## src/stereo_ten_band_graphic_equalizer_defines.svh

```systemverilog
// Assertion macros used by the equalizer top level.
`ifndef STEREO_TEN_BAND_GRAPHIC_EQUALIZER_DEFINES_SVH
`define STEREO_TEN_BAND_GRAPHIC_EQUALIZER_DEFINES_SVH
`ifndef SYNTHESIS
`define GEQ_ASSERT_IMPLY(label, clk, rst_n, ante, cons) \
    label: assert property (@(posedge clk) disable iff (!rst_n) (ante) |-> (cons)) \
        else $error("equalizer assertion failed");
`define GEQ_ASSERT_NEXT(label, clk, rst_n, ante, cons) \
    label: assert property (@(posedge clk) disable iff (!rst_n) (ante) |=> (cons)) \
        else $error("equalizer assertion failed");
`else
`define GEQ_ASSERT_IMPLY(label, clk, rst_n, ante, cons)
`define GEQ_ASSERT_NEXT(label, clk, rst_n, ante, cons)
`endif
`endif

```

## src/geq_pkg.sv

```systemverilog
`timescale 1ns / 1ps
package geq_pkg;

    localparam int MaxBands    = 10;
    localparam int BandIdxW    = 4;
    localparam int SampleW     = 16;
    localparam int GainW       = 16;
    localparam int GlobalGainW = 15;
    localparam int CfgIdxW     = 2;
    localparam int CfgDataW    = 64;
    localparam int CoefW       = 32;

    localparam logic [CfgIdxW-1:0] RegGains03    = 2'd0;
    localparam logic [CfgIdxW-1:0] RegGains47    = 2'd1;
    localparam logic [CfgIdxW-1:0] RegGains89    = 2'd2;
    localparam logic [CfgIdxW-1:0] RegGlobalGain = 2'd3;

    localparam logic [GlobalGainW-1:0] GlobalGainReset = 15'd8192;

    localparam int StateW = 4;
    localparam logic [StateW-1:0] StIdle     = 4'd0;
    localparam logic [StateW-1:0] StMulA     = 4'd1;
    localparam logic [StateW-1:0] StMulG     = 4'd2;
    localparam logic [StateW-1:0] StMulB     = 4'd3;
    localparam logic [StateW-1:0] StSub      = 4'd4;
    localparam logic [StateW-1:0] StBandOut  = 4'd5;
    localparam logic [StateW-1:0] StMulGain  = 4'd6;
    localparam logic [StateW-1:0] StAcc      = 4'd7;
    localparam logic [StateW-1:0] StMulHi    = 4'd8;
    localparam logic [StateW-1:0] StMulLo    = 4'd9;
    localparam logic [StateW-1:0] StPAdd     = 4'd10;
    localparam logic [StateW-1:0] StResult   = 4'd11;

    typedef logic signed [CoefW-1:0] t_tab [MaxBands];
    typedef logic [MaxBands-1:0][GainW-1:0] t_gains;

    // Coefficients in millionths, band 0 lowest.
    localparam t_tab MicroA = '{
        32'sd3013, 32'sd8490, 32'sd15374, 32'sd29328, 32'sd47918,
        32'sd130408, 32'sd226555, 32'sd344937, 32'sd366438, 32'sd379009
    };
    localparam t_tab MicroB = '{
        32'sd993973, 32'sd983019, 32'sd969252, 32'sd941343, 32'sd904163,
        32'sd739184, 32'sd546889, 32'sd310127, 32'sd267123, 32'sd241981
    };
    localparam t_tab MicroG = '{
        32'sd1993901, 32'sd1982437, 32'sd1967331, 32'sd1934254, 32'sd1884869,
        32'sd1582718, 32'sd1015267, -32'sd181410, -32'sd521151, -32'sd808451
    };

    typedef struct packed {
        logic signed [SampleW-1:0] left_sample;
        logic signed [SampleW-1:0] right_sample;
    } t_in;

    typedef struct packed {
        logic signed [SampleW-1:0] left_out;
        logic signed [SampleW-1:0] right_out;
    } t_out;

    typedef struct packed {
        logic [StateW-1:0]       state;
        logic [BandIdxW-1:0]     band;
        logic signed [CoefW-1:0] coef;
        logic signed [GainW-1:0] gain;
        logic                    load;
        logic                    commit;
    } t_ctl;

    // Rounds each coefficient to the given number of fraction bits, halves away from zero.
    function automatic t_tab coef_tab(input t_tab micro, input int frac);
        t_tab        res;
        logic [63:0] mag;
        logic [63:0] q;
        for (int k = 0; k < MaxBands; k++) begin
            mag = (micro[k] < 0) ? 64'(-64'(micro[k])) : 64'(micro[k]);
            q = ((mag << frac) + 64'd500000) / 64'd1000000;
            res[k] = (micro[k] < 0) ? -$signed(q[CoefW-1:0]) : $signed(q[CoefW-1:0]);
        end
        return res;
    endfunction

endpackage

```

## src/geq_seq.sv

```systemverilog
`timescale 1ns / 1ps
module geq_seq #(
    parameter int BANDS          = 10,
    parameter int COEF_FRAC_BITS = 22
) (
    input  logic                  i_clk,
    input  logic                  i_rst_n,
    input  logic                  i_in_valid,
    output logic                  o_in_ready,
    input  logic                  i_out_free,
    input  geq_pkg::t_gains       i_gains,
    output geq_pkg::t_ctl         o_ctl
);

    localparam int BandW = (BANDS > 1) ? $clog2(BANDS) : 1;
    localparam logic [BandW-1:0] LastBand = BandW'(BANDS - 1);

    localparam geq_pkg::t_tab CoefA = geq_pkg::coef_tab(geq_pkg::MicroA, COEF_FRAC_BITS);
    localparam geq_pkg::t_tab CoefB = geq_pkg::coef_tab(geq_pkg::MicroB, COEF_FRAC_BITS);
    localparam geq_pkg::t_tab CoefG = geq_pkg::coef_tab(geq_pkg::MicroG, COEF_FRAC_BITS);

    logic [geq_pkg::StateW-1:0]       r_state;
    logic [geq_pkg::StateW-1:0]       n_state;
    logic [BandW-1:0]                 r_band;
    logic [BandW-1:0]                 n_band;
    logic signed [geq_pkg::CoefW-1:0] r_coef;
    logic signed [geq_pkg::CoefW-1:0] n_coef;
    logic signed [geq_pkg::GainW-1:0] r_gain;
    logic                             w_load;
    logic                             w_commit;

    assign w_load   = (r_state == geq_pkg::StIdle) && i_in_valid;
    assign w_commit = (r_state == geq_pkg::StResult) && i_out_free;

    always_comb begin
        n_state = r_state;
        n_band  = r_band;
        case (r_state)
            geq_pkg::StIdle: begin
                if (i_in_valid) begin
                    n_state = geq_pkg::StMulA;
                    n_band  = '0;
                end
            end
            geq_pkg::StMulA:    n_state = geq_pkg::StMulG;
            geq_pkg::StMulG:    n_state = geq_pkg::StMulB;
            geq_pkg::StMulB:    n_state = geq_pkg::StSub;
            geq_pkg::StSub:     n_state = geq_pkg::StBandOut;
            geq_pkg::StBandOut: n_state = geq_pkg::StMulGain;
            geq_pkg::StMulGain: begin
                if (r_band == LastBand) begin
                    n_state = geq_pkg::StAcc;
                end else begin
                    n_state = geq_pkg::StMulA;
                    n_band  = r_band + 1'b1;
                end
            end
            geq_pkg::StAcc:     n_state = geq_pkg::StMulHi;
            geq_pkg::StMulHi:   n_state = geq_pkg::StMulLo;
            geq_pkg::StMulLo:   n_state = geq_pkg::StPAdd;
            geq_pkg::StPAdd:    n_state = geq_pkg::StResult;
            geq_pkg::StResult: begin
                if (i_out_free) begin
                    n_state = geq_pkg::StIdle;
                end
            end
            default:            n_state = geq_pkg::StIdle;
        endcase
    end

    always_comb begin
        case (n_state)
            geq_pkg::StMulA: n_coef = CoefA[n_band];
            geq_pkg::StMulG: n_coef = CoefG[n_band];
            geq_pkg::StMulB: n_coef = CoefB[n_band];
            default:         n_coef = '0;
        endcase
    end

    always_ff @(posedge i_clk) begin
        if (!i_rst_n) begin
            r_state <= geq_pkg::StIdle;
            r_band  <= '0;
        end else begin
            r_state <= n_state;
            r_band  <= n_band;
        end
    end

    always_ff @(posedge i_clk) begin
        r_coef <= n_coef;
        r_gain <= i_gains[r_band];
    end

    assign o_in_ready   = (r_state == geq_pkg::StIdle);
    assign o_ctl.state  = r_state;
    assign o_ctl.band   = geq_pkg::BandIdxW'(r_band);
    assign o_ctl.coef   = r_coef;
    assign o_ctl.gain   = r_gain;
    assign o_ctl.load   = w_load;
    assign o_ctl.commit = w_commit;

endmodule

```

## config.mk

```make
export PLATFORM = sky130hd
export DESIGN_NAME = geq_seq
export DESIGN_NICKNAME = d
export VERILOG_FILES = /design/src/stereo_ten_band_graphic_equalizer_defines.svh /design/src/geq_pkg.sv /design/src/geq_seq.sv
export SDC_FILE = /design/constraint.sdc
export NUM_CORES = 1
export LEC_CHECK = 0
export BUFFER_PORTS_ARGS = -buffer_cell sky130_fd_sc_hd__buf_2
export CAP_MARGIN = 25
export CORE_MARGIN = 4
export CORE_UTILIZATION = 25
export DETAILED_ROUTE_END_ITERATION = 8
export PLACE_DENSITY = 0.54
export SYNTH_ARGS = -nofsm -noshare
export SYNTH_HDL_FRONTEND = slang
export SYNTH_SLANG_ARGS = --single-unit
```

## constraint.sdc

```tcl
create_clock -name i_clk -period 7.08 [get_ports i_clk]
set_clock_uncertainty 0.2 [all_clocks]
set_input_delay 0.354 -clock i_clk [delete_from_list [all_inputs] [get_ports i_clk]]
set_output_delay 0.354 -clock i_clk [all_outputs]
set_load 0.01 [all_outputs]
```

# Yosys cells after proc, flatten, opt, wreduce, memory -nomap -nowiden
# Memory sizes are Yosys's and may differ from the RTL's.
# Cells that the tools add are included.
# word_totals
output_inout_bits	59
mem_count	3
inputBits	164
mem_bits_ro	1536
ff_bits	56
# op_classes
n_lt_le_gt_ge	2
n_mux	16
n_eq_ne	15
n_addsub	1
n_reduce_logical	3
bitwise_logic	1
# memory_table
memory	depth	word_bits	read_ports	rd_clocked_by_memory_dff	write_ports	line_no	rtl
(no name shown)	16	32	1	0	0	geq_seq.sv:75	geq_pkg::StMulB: n_coef = CoefB[n_band];
(no name shown)	16	32	1	0	0	geq_seq.sv:74	geq_pkg::StMulG: n_coef = CoefG[n_band];
(no name shown)	16	32	1	0	0	geq_seq.sv:73	geq_pkg::StMulA: n_coef = CoefA[n_band];
# ops
op	count
$mux W32	6
$pmux W32 S3	1
$bmux W16 S4	1
$pmux W4 S12	1
$eq A4 B4 Y1 const B	5
$eq A4 B2 Y1 const B	4
$eq A4 B3 Y1 const B	4
$mux W16	1
$mux W4	4
$eq A4 B1 Y1 const B	2
$pmux W4 S2	1
$ge A5 B5 Y1 const B	1
$lt A4 B5 Y1 const B	1
$not A4 Y5	1
$add A4 B1 Y4 const B	1
$logic_not A4 Y1	1
$mux W3	1
$logic_and A1 B1 Y1	2

# Depth between registers and ports, before layout
# Gate-level depths: netlist of the first run.
# logic_depth
depth_word	8
depth_mapped	12
ltp_nobuf	11

# Worst setup path before layout of the first run
# Ideal clock, no wire load.
# synth_timing
path_type	register to register
startpoint	register r_band[1]
endpoint	register r_coef[3] in the netlist's numbering
period_less_slack_ns	2.825
setup_slack_ns	4.255
arrival_time_ns	2.503
path_buffers	3
stages_incl_launch_ff	12
setup_time_ns	0.122
cell_sequence	dfxtp_1 -> buf_2 -> inv_1 -> ha_1 -> and3b_1 -> nor3_1 -> a21oi_4 -> buf_4 -> ha_1 -> clkbuf_1 -> a21oi_1 -> a311o_1
# synth_via
elab_chain_len	8
elab_cells_between_ends	21
cone_classes	add/sub (1); eq/ne (4); mux (12); bitwise (1); memory (3)
# synth_rtl
item	line_no	rtl
from (decl)	geq_seq.sv:24	logic [BandW-1:0] r_band;
from (signal assigned)	geq_seq.sv:86	r_band <= n_band;
$add A4 B1 Y4 or $eq A4 B4 Y1 (tied branches)	geq_seq.sv:55, geq_seq.sv:51	
$mux W4	geq_seq.sv:51	if (r_band == LastBand) begin
$pmux W4 S2	geq_seq.sv:38	case (r_state)
$not A4 Y5 (implied by the code)	geq_seq.sv:73, geq_seq.sv:74, geq_seq.sv:75	
$mem_v2 Z16 W32, on equally long branches	-	
$mux W32, on equally long branches (2 in a row)	geq_seq.sv:75, geq_seq.sv:73, geq_seq.sv:74	
$pmux W32 S3 (*)	geq_seq.sv:72	case (n_state)
via n_coef, one bit	geq_seq.sv:27	logic signed [geq_pkg::CoefW-1:0] n_coef;
to (signal assigned)	geq_seq.sv:91	r_coef <= n_coef;
to (decl)	geq_seq.sv:26	logic signed [geq_pkg::CoefW-1:0] r_coef;
# Mark *: on every way through the listed nets, which the timed path passes. The rest lies on a longest branch. The select of a mux whose other input is x is not followed.
# A chain may end at the register's enable or synchronous reset.

# Worst setup path in the final report of the first run
# layout_timing
startpoint	register r_band[1]
endpoint	register r_coef[2] in the netlist's numbering
# layout_via
elab_chain_len	8
elab_cells_between_ends	21
cone_classes	add/sub (1); eq/ne (4); mux (12); bitwise (1); memory (3)
# layout_rtl
item	line_no	rtl
$eq A4 B4 Y1 (*)	geq_seq.sv:51	
$mux W4 (*)	geq_seq.sv:51	
$pmux W4 S2 (*)	geq_seq.sv:38	
via n_band[0]	geq_seq.sv:25	logic [BandW-1:0] n_band;
$not A4 Y5 (implied by the code) (*)	geq_seq.sv:73, geq_seq.sv:74, geq_seq.sv:75	
$mem_v2 Z16 W32, on equally long branches	-	
$mux W32, on equally long branches (2 in a row)	geq_seq.sv:75, geq_seq.sv:73, geq_seq.sv:74	
$pmux W32 S3 (*)	geq_seq.sv:72	
via n_coef, one bit	geq_seq.sv:27	
# Marked as above.

==> metrics.txt, run 1 <==
status=completed; first-pass GRT wire length=23.58 mm; Post-synth EDFFs=0; period utilization=55.90%; Fill cells=1589; top achievable clock speed=252.7 MHz; Final setup viols=0; area of the multi-input gates=2604 um2; Root Buffer=clkbuf_16; row count=45; Power Total=0.8017 mW; CP arrival=3.96 ns; relative slew slack=37.78%; number of max-cap violations=0; syn avg cell area=9.185 um2; GP Congestion=0.9485; Yosys warning total=0; Setup Total Neg Slack=0 ns; pin count of the biggest net entering global routing=60; kind of critical path=reg2reg; WL final=15.44 mm; CP Max Fanout=38; mapped cell area=3849 um2; setup bufs post-CTS=0; 1st-pass router iterations=5; worst-skew pair later-pin latency=0.31 ns; Post-Place Setup Slack=3.164 ns; asr flop ratio synth=0%; # DRC=0; Hold WC Path Type=in2reg; Post-DRT Antenna Nets=0; clock sinks=48; DR vias/cell=5.338; dpl hpwl=11.83 mm; PortBufs=222; RSZ-0062 raised after global routing=false; Vert. Die Dim=132.1 um; final count of pins violating max slew=0; Critical Path RT=7.08 ns; Critical Path Sink Type=register; ys flop type=dfxtp_1; Antenna diodes=0; GR Overflow Total=0; Global Route Usage Sum=17.05%; Hold Buf Count CTS=0; Routed WL per cell=19.42 um; CP Launch Type=register; worst hold margin=0.1527 ns; maximum vdd drop=90.75 uV; initial antenna violation count=1; Storage cell area=965.9 um2; Core ar.=15150 um2; CTS H-Tree Depth=2; dpl cells=787; Post-Synthesis Cells=419; non-filler cells, final=795; actual slew at the worst max-slew pin=0.9332 ns; post-layout util=34.05%; Die ar.=17440 um2; Layout area overhead=34.01%; largest area contributor in the synthesized netlist=dfxtp_1; Seq/Total Area, Yosys=24.97%; final hold violations=0; clk buf depth=2; I/O Pins=223; largest cells by area after synthesis=dfxtp_1 (25%), mux4_2 (19%), a21oi_1 (5.7%); CTS tree=built; Yosys top cell area share=24.97%; CTS clk-pin slew, worst paths=0.07 ns; fin area=5157 um2; initial core utilization=25.41%; syn nets=592; first-iteration detailed-routing DRC count=354; Vias=4244; r2r setup slk=3.12 ns; chip width=132.1 um; Cell Area, Placed=4980 um2; TritonCTS Buffers=5; Tmin final=3.958 ns; layout net count=779; post-cts sizing count=0; power per cell area=155.4 nW/um2; share of post-route cells with drive strength above 1=49.59%; distinct cell type count after synthesis=66; Leak Pwr=2.282 nW; Setup WS post-layout=3.122 ns; number of global-route vias before repair=4149; Synth Register Bits=48
layer usage:
layer	routed length (um)	track usage, %	up-vias
met3	1320	4.389	26
met1	6531	22.68	2008
met5	13	0	-
met2	7237	27.11	233
li1	-	-	1975
met4	336	5.484	2
placed cells by master, fill, tap and decap left out, types with 9 or more instances in the layout:
cell type,synthesis,final
mux4_2,32,32
a221oi_1,18,18
mux2_2,16,16
dfxtp_1,48,46
nand2_1,42,42
ha_1,9,9
a21oi_1,44,44
o21ai_0,23,23
nor2_1,22,22
buf_2,14,222
worst max-delay path, stage by stage, from the launching register on:
cell and delay, ns:
dfxtp_2 0.91, inv_1 0.25, ha_1 0.28, nand3b_1 0.19, a22oi_2 0.29, a21oi_4 0.54
inv_2 0.22, ha_1 0.36, a21oi_1 0.28, a21oi_1 0.11, a31o_1 0.21
registers in the layout (all words and copies together), names as in the netlist:
| register | cells |
|---|---|
| r_coef | 24 |
| r_band | 4 |
| r_state | 4 |
| r_gain | 16 |
path summary, 6_finish.rpt:
kind                                  from          to  depth (start not counted)
worst min-delay path               i_rst_n  r_state[1]                          3
worst max register to register   r_band[1]   r_coef[2]                         10
worst min register to register  r_state[3]  r_state[3]                          2
worst max-delay path             r_band[1]   r_coef[2]                         10
synth_stat cells (2+ instances only):
master / n
dfxtp_1: 48
a21oi_1: 44
nand2_1: 42
mux4_2: 32
o21ai_0: 23
nor2_1: 22
a221oi_1: 18
clkbuf_1: 16
mux2_2: 16
buf_4: 15
buf_2: 14
ha_1: 9
o211ai_1: 8
o21ai_1: 8
and2_1: 7
nand3_1: 7
nor3_1: 6
a31oi_1: 4
inv_1: 4
mux2i_1: 4
nor2b_1: 4
and3b_1: 3
nand2b_1: 3
nand4_1: 3
nor4_1: 3
o21a_1: 3
o221ai_1: 3
o22ai_1: 3
a211oi_1: 2
a21o_1: 2
a22o_1: 2
a2bb2oi_1: 2
a32oi_1: 2
and3_1: 2
inv_2: 2
nand3b_1: 2
o32ai_1: 2
power by group:
part / leakage, nW / switching (mW) / internal (mW)
Combinational: 1.80 / 0.100 / 0.101
Clock: 0.0871 / 0.115 / 0.177
Sequential: 0.400 / 0.0115 / 0.296
Total: 2.28 / 0.227 / 0.574
logic make-up after synthesis:
logic type                 Yosys count  share of synthesized area, %
AOI/OAI and AO/OA                  140                         24.68
and+or+nand+nor                    115                         15.38
buffers and inverters               54                         7.380
muxes                               52                         24.45
DFF                                 48                         24.97
adders and majority gates            9                         2.926
xor gates and xnor gates             1                        0.2276
final cells by class:
type	instances	area share, %
sequential	48	18.73
timing repair buffer	227	22.27
tap	188	4.561
clock inverter	2	0.7521
clock buffer	6	2.693
multi-input combinational	317	50.49
inverter	7	0.5095
(Power assumes the default switching activity.)
==> run 2, diff against run 1 <==
--- a/config.mk
+++ b/config.mk
@@ -10,7 +10,7 @@
 export CORE_MARGIN = 4
 export CORE_UTILIZATION = 25
 export DETAILED_ROUTE_END_ITERATION = 8
-export PLACE_DENSITY = 0.54
+export PLACE_DENSITY = 0.55
 export SYNTH_ARGS = -nofsm -noshare
 export SYNTH_HDL_FRONTEND = slang
 export SYNTH_SLANG_ARGS = --single-unit
==> constraint.sdc (replaced) <==
create_clock -name i_clk -period 3.4 [get_ports i_clk]
set_clock_uncertainty 0.2 [all_clocks]
set_input_delay 0.17 -clock i_clk [delete_from_list [all_inputs] [get_ports i_clk]]
set_output_delay 0.17 -clock i_clk [all_outputs]
set_load 0.01 [all_outputs]
==> run 2 against run 1 <==
Net effect:
- cell area increased by 2.0%
- sequential share of layout area is 0.38 points lower
- setup slack lost 2.7 ns
- critical path depth down 1
- total power is 100% higher
- flip-flop and latch count is the same
- combinational power is 120% higher
- count of clock-buffer cells in the layout increased by 1
- cell count is 2.1% higher
- critical endpoint unchanged
- largest power group unchanged
==> metrics.txt, run 2 (same netlist as run 1, synthesis figures left out) <==
Largest register FFs=24 (unchanged); WP buf/inv=2 (unchanged); slowest stage cell, crit path=nor4bb_1; Cell Area, Placed=5099 um2 (+2.4%); RSZ-0062 raised after global routing=false; clk buf depth=2 (unchanged); status=completed; GP Congestion=1.032 (+8.8%); initial core utilization=25.41% (unchanged); first-iteration detailed-routing DRC count=431 (+22%); maximum vdd drop=186.1 uV (+110%); final hold violations=0 (unchanged); Routed WL per cell=19.48 um (+0.33%); CP Launch Type=register; Die ar.=17440 um2 (unchanged); Post-Place Setup Slack=0.4860 ns (-2.678 ns); worst hold margin=0.05482 ns (-0.09788 ns); Critical Path Sink Type=register; routing usage on met2=28.22% (+1.1 points); # DRC=0 (unchanged); CP max stage delay=0.47 ns (-0.44 ns); layout net count=796 (+2.2%); PortBufs=222 (unchanged); CP Max Fanout=11 (-71%); Leak Pwr=2.351 nW (+3.0%); Critical Path RT=3.40 ns (-3.68 ns); Setup Total Neg Slack=0 ns (unchanged); Fill cells=1591 (+0.13%); pin count of the biggest net entering global routing=43 (-28%); power per cell area=306.0 nW/um2 (+97%); Tmin final=2.999 ns (-0.9588 ns); final count of pins violating max slew=0 (unchanged); Global Route Usage Sum=17.42% (+0.37 points); GR peak layer=met2; kind of critical path=reg2reg; Setup WS post-layout=0.4009 ns (-2.721 ns); 1st-pass router iterations=5 (unchanged); biggest regs=r_coef: 24 flops, r_gain: 16 flops; Post-DRT Antenna Nets=0 (unchanged); CTS H-Tree Depth=2 (unchanged); relative slew slack=55.47% (+18 points); WL final=15.82 mm (+2.5%); top achievable clock speed=333.4 MHz (+32%); Final setup viols=0 (unchanged); Critical Path, Cell by Cell=nor4bb_1, buf_4, nand2_1, o22ai_4, inv_2, ha_1, o21ai_0, nand4_1, a31o_1; Antenna diodes=0 (unchanged); Hold WC Path Type=in2reg; fin area=5259 um2 (+2.0%); DR vias/cell=5.309 (-0.55%); initial antenna violation count=0 (-1); Core ar.=15150 um2 (unchanged); number of max-cap violations=0 (unchanged); CTS tree=built; GR Layer Usage met3=5.382% (+0.99 points); period utilization=88.21% (+32 points); Crit path max-delay family=compound AO/OA/AOI/OAI gates; commonest non-fill, non-tap cell in the layout=buf_2; dpl hpwl=12.34 mm (+4.3%); share of post-route cells with drive strength above 1=50.48% (+0.89 points); first-pass GRT wire length=24.27 mm (+2.9%); GR Util met1=22.67% (about the same); actual slew at the worst max-slew pin=0.6679 ns (-0.2653 ns); clock sinks=48 (unchanged); CP arrival=3.00 ns (-0.96 ns); Root Buffer=clkbuf_16; Vias=4311 (+1.6%); worst-skew pair later-pin latency=0.31 ns (about the same); GR Overflow Total=0 (unchanged); number of global-route vias before repair=4391 (+5.8%); row count=45 (unchanged); CTS clk-pin slew, worst paths=0.07 ns (about the same); chip width=132.1 um (unchanged); most frequent cells in the layout=buf_2 (222), dfxtp_1 (47), a21oi_1 (44); setup bufs post-CTS=0 (unchanged); post-cts sizing count=0 (unchanged); Largest Register=r_coef; I/O Pins=223 (unchanged); Vert. Die Dim=132.1 um (unchanged); TritonCTS Buffers=5 (unchanged); Layout area overhead=36.64%
-- run 2: cell types whose count changed in the layout (fill, tap and decap cells not counted), sizes merged --
| cell | previous run | this run |
|---|---|---|
| buf | 227 | 243 |
| bufinv | 1 | 0 |
| clkbuf | 6 | 7 |
| clkinv | 2 | 1 |
| clkinvlp | 0 | 1 |
| dlygate4sd3 | 0 | 1 |
-- run 2: worst register-to-register path, cell delays in order (launching register included) --
cell      delay, ns
dfxtp_1        0.41
nor4bb_1       0.47
buf_4          0.23
nand2_1        0.09
o22ai_4        0.35
inv_2          0.19
ha_1           0.31
o21ai_0        0.27
nand4_1        0.13
a31o_1         0.23
-- run 2: final cells by class --
class | instances | area, um2 | share of cell area (%)
Multi-Input combinational cell | 317 | 2604 | 49.51
Timing Repair Buffer | 244 | 1279 | 24.32
Sequential cell | 48 | 964.7 | 18.34
Tap cell | 188 | 235.2 | 4.473
Clock buffer | 7 | 142.6 | 2.712
Inverter | 7 | 26.28 | 0.4996
Clock inverter | 1 | 7.507 | 0.1428
-- run 2: worst paths after layout --
check,to,depth (start not counted),start,slack (ns)
min,r_state[3],4,i_out_free,0.05
max reg2reg,r_coef[2],9,r_state[3],0.40
max,r_coef[2],9,r_state[3],0.40
min reg2reg,r_state[3],2,r_state[3],0.45
-- run 2: where the power goes --
| part | switching, mW | total [mW] | internal, mW |
|---|---|---|---|
| Combinational | 0.224 | 0.447 | 0.222 |
| Sequential | 0.0154 | 0.632 | 0.617 |
| Clock | 0.236 | 0.530 | 0.294 |
| Total | 0.476 | 1.61 | 1.13 |
-- run 2: timing repair --
item / in CTS / in global routing
hold buffers: 1 / 0
setup endpoints to repair: 0 / 0
endpoints found under the hold margin: 5 / 0
-- run 2: stage by stage --
step / total power [mW] / instances / utilization [%]
after floorplan: 0.8689 / 419 / -
after global placement: 1.086 / 803 / 33.66
after detailed placement: 1.090 / 803 / 33.66
after CTS: 1.634 / 812 / 34.72
after global routing: 1.703 / 812 / 34.72
final: 1.609 / 812 / 34.72
-- run 2: layer usage --
layer / up-vias / wire length [um]
met4: 0 / 295
met3: 29 / 1394
met1: 2058 / 6738
met5: - / 0
met2: 217 / 7392
li1: 2007 / -
==> run 3, diff against run 2 <==
--- a/config.mk
+++ b/config.mk
@@ -10,7 +10,7 @@
 export CORE_MARGIN = 4
 export CORE_UTILIZATION = 25
 export DETAILED_ROUTE_END_ITERATION = 8
-export PLACE_DENSITY = 0.55
+export PLACE_DENSITY_LB_ADDON = 0.08
 export SYNTH_ARGS = -nofsm -noshare
 export SYNTH_HDL_FRONTEND = slang
 export SYNTH_SLANG_ARGS = --single-unit
==> run 3 against run 2 <==
Net effect:
- critical endpoint is now r_coef[16]
- combinational power decreased by 4%
- via count decreased by 0.97%
- total power increased by 6.0%
- first-iteration DRC count decreased by 34%
- die area unchanged
- cell count decreased by 0.25%
- critical path type unchanged
- maximum frequency increased by 0.56%
- routed wire length increased by 0.49%
- largest cell class unchanged
==> metrics.txt, run 3 (same netlist as run 1, synthesis figures left out) <==
CTS H-Tree Depth=2 (unchanged); number of global-route vias before repair=4319 (-1.6%); Critical Path Sink Type=register; Critical Path, Cell by Cell=nand4bb_1, o22ai_2, o22ai_4, inv_2, ha_1, a21oi_1, o21a_1, o32ai_1; slowest stage cell, crit path=dfxtp_1; CP startpoint=r_state[1]; row count=45 (unchanged); worst hold margin=0.04218 ns (-0.01264 ns); first-pass GRT wire length=24.61 mm (+1.4%); hold_sp=i_out_free; CP Max Fanout=15 (+4); DR vias/cell=5.270 (-0.73%); actual slew at the worst max-slew pin=0.6438 ns (-0.02418 ns); chip width=132.1 um (unchanged); Critical Path RT=3.42 ns (+0.02 ns); reg2reg path depth=8 (-1); CP arrival=3.00 ns (about the same); Die ar.=17440 um2 (unchanged); Fill cells=1587 (-0.25%); biggest regs=r_coef: 24 flops, r_gain: 16 flops; Setup Total Neg Slack=0 ns (unchanged); layout net count=794 (-0.25%); Leak Pwr=2.361 nW (+0.44%); power per cell area=322.7 nW/um2 (+5.5%); dpl hpwl=12.63 mm (+2.4%); r2r setup slk=0.42 ns (+0.02 ns); WL final=15.90 mm (+0.49%); setup bufs post-CTS=0 (unchanged); clock sinks=48 (unchanged); Layout area overhead=37.29%; pin count of the biggest net entering global routing=42 (-2.3%); kind of critical path=reg2reg; CP max stage delay=0.60 ns (+0.13 ns); Final setup viols=0 (unchanged); GR Overflow Total=0 (unchanged); share of post-route cells with drive strength above 1=50.64% (+0.16 points); Antenna diodes=0 (unchanged); GP Congestion=0.8628 (-16%); commonest non-fill, non-tap cell in the layout=buf_2; clk buf depth=2 (unchanged); Routed WL per cell=19.63 um (+0.74%); Hold WC Path Type=in2reg; post-cts sizing count=0 (unchanged); Largest Register=r_coef; Largest register FFs=24 (unchanged); Root Buffer=clkbuf_16; WP buf/inv=1 (-1); first-iteration detailed-routing DRC count=286 (-34%); I/O Pins=223 (unchanged); Vert. Die Dim=132.1 um (unchanged); worst flop-to-flop path startpoint=r_state[1]; Crit path depth=8 (-1); Storage cell area=965.9 um2 (+0.13%); relative slew slack=57.08% (+1.6 points); initial core utilization=25.41% (unchanged); reg2reg end=r_coef[16]; maximum vdd drop=188.5 uV (+1.3%); Core ar.=15150 um2 (unchanged); CTS tree=built; number of max-cap violations=0 (unchanged); CP Launch Type=register; top achievable clock speed=335.3 MHz (+0.56%); area of the multi-input gates=2604 um2 (unchanged); CP Capture Point=r_coef[16]; Global Route Usage Sum=17.75% (+0.32 points); TritonCTS Buffers=5 (unchanged); PortBufs=222 (unchanged); final count of pins violating max slew=0 (unchanged); final hold violations=0 (unchanged); most frequent cells in the layout=buf_2 (222), dfxtp_1 (46), a21oi_1 (44); initial antenna violation count=0 (unchanged); period utilization=87.72% (-0.49 points); Post-DRT Antenna Nets=0 (unchanged); 1st-pass router iterations=5 (unchanged); Vias=4269 (-0.97%); worst-skew pair later-pin latency=0.31 ns (about the same); status=completed; CTS clk-pin slew, worst paths=0.07 ns (about the same); post-layout util=34.89% (+0.17 points); Tmin final=2.983 ns (-0.01659 ns); Crit path max-delay family=compound AO/OA/AOI/OAI gates; Power Total=1.705 mW (+6.0%); RSZ-0062 raised after global routing=false; # DRC=0 (unchanged)
==> run 3: changes by cell type in the layout (fill, tap and decap cells not counted), sizes merged <==
cell	change
inv	+1
clkinvlp	-1
bufinv	+1
buf	-2
clkbuf	-1
==> run 3: final cells by class <==
class                      count  share of cell area, %
clock buffer                   6                  2.842
clock inverter                 2                 0.7341
inverter                       7                 0.4973
multi-input combinational    317                  49.28
sequential                    48                  18.28
tap                          188                  4.452
timing repair buffer         242                  23.92
==> run 3: power breakdown <==
group | internal, mW | total, mW | switching (mW) | leakage (nW)
Combinational | 0.217 | 0.429 | 0.212 | 1.87
Sequential | 0.617 | 0.639 | 0.0220 | 0.400
Clock | 0.395 | 0.637 | 0.242 | 0.0926
Total | 1.23 | 1.70 | 0.476 | 2.36
==> run 3: timing repair <==
item / 4_1_cts / 5_1_grt
hold buffers: 1 / 0
hold endpoints to repair: 7 / 0
endpoints found under the setup margin: 0 / 0
==> run 3: per-stage QoR <==
stage / cell area [um2] / setup slack (ns) / cells
6_report: 5284 / 0.4175 / 810
5_1_grt: 5284 / 0.1997 / 810
4_1_cts: 5284 / 0.4502 / 810
3_5_place_dp: 5085 / 0.4667 / 801
3_3_place_gp: 5085 / 0.5331 / 801
2_1_floorplan: 3849 / 0.5753 / 419
==> run 3: how the worst min path moves through the flow <==
stage / cells after the start / slack [ns] / to
final: 4 / 0.04 / r_state[3]
after global routing: 4 / 0.07 / r_state[3]
after CTS: 4 / 0.04 / r_state[3]
after detailed placement: 3 / 0.30 / r_state[1]
after global placement: 3 / 0.29 / r_state[1]
after floorplan: 2 / 0.09 / r_state[1]
==> run 3: worst register-to-register path, cell delays in order (launching register included) <==
cell and delay, ns:
dfxtp_1 0.60, nand4bb_1 0.27, o22ai_2 0.49, o22ai_4 0.24, inv_2 0.22, ha_1 0.33, a21oi_1 0.10, o21a_1 0.19
o32ai_1 0.25
==> run 3: per-layer routing <==
metal | vias up | GRT usage [%] | share of wire [%]
met5 | - | 0 | 0
met3 | 21 | 4.046 | 7.6
met4 | 0 | 6.359 | 2.3
met2 | 179 | 30.10 | 50
met1 | 2060 | 22.09 | 41
li1 | 2009 | - | -
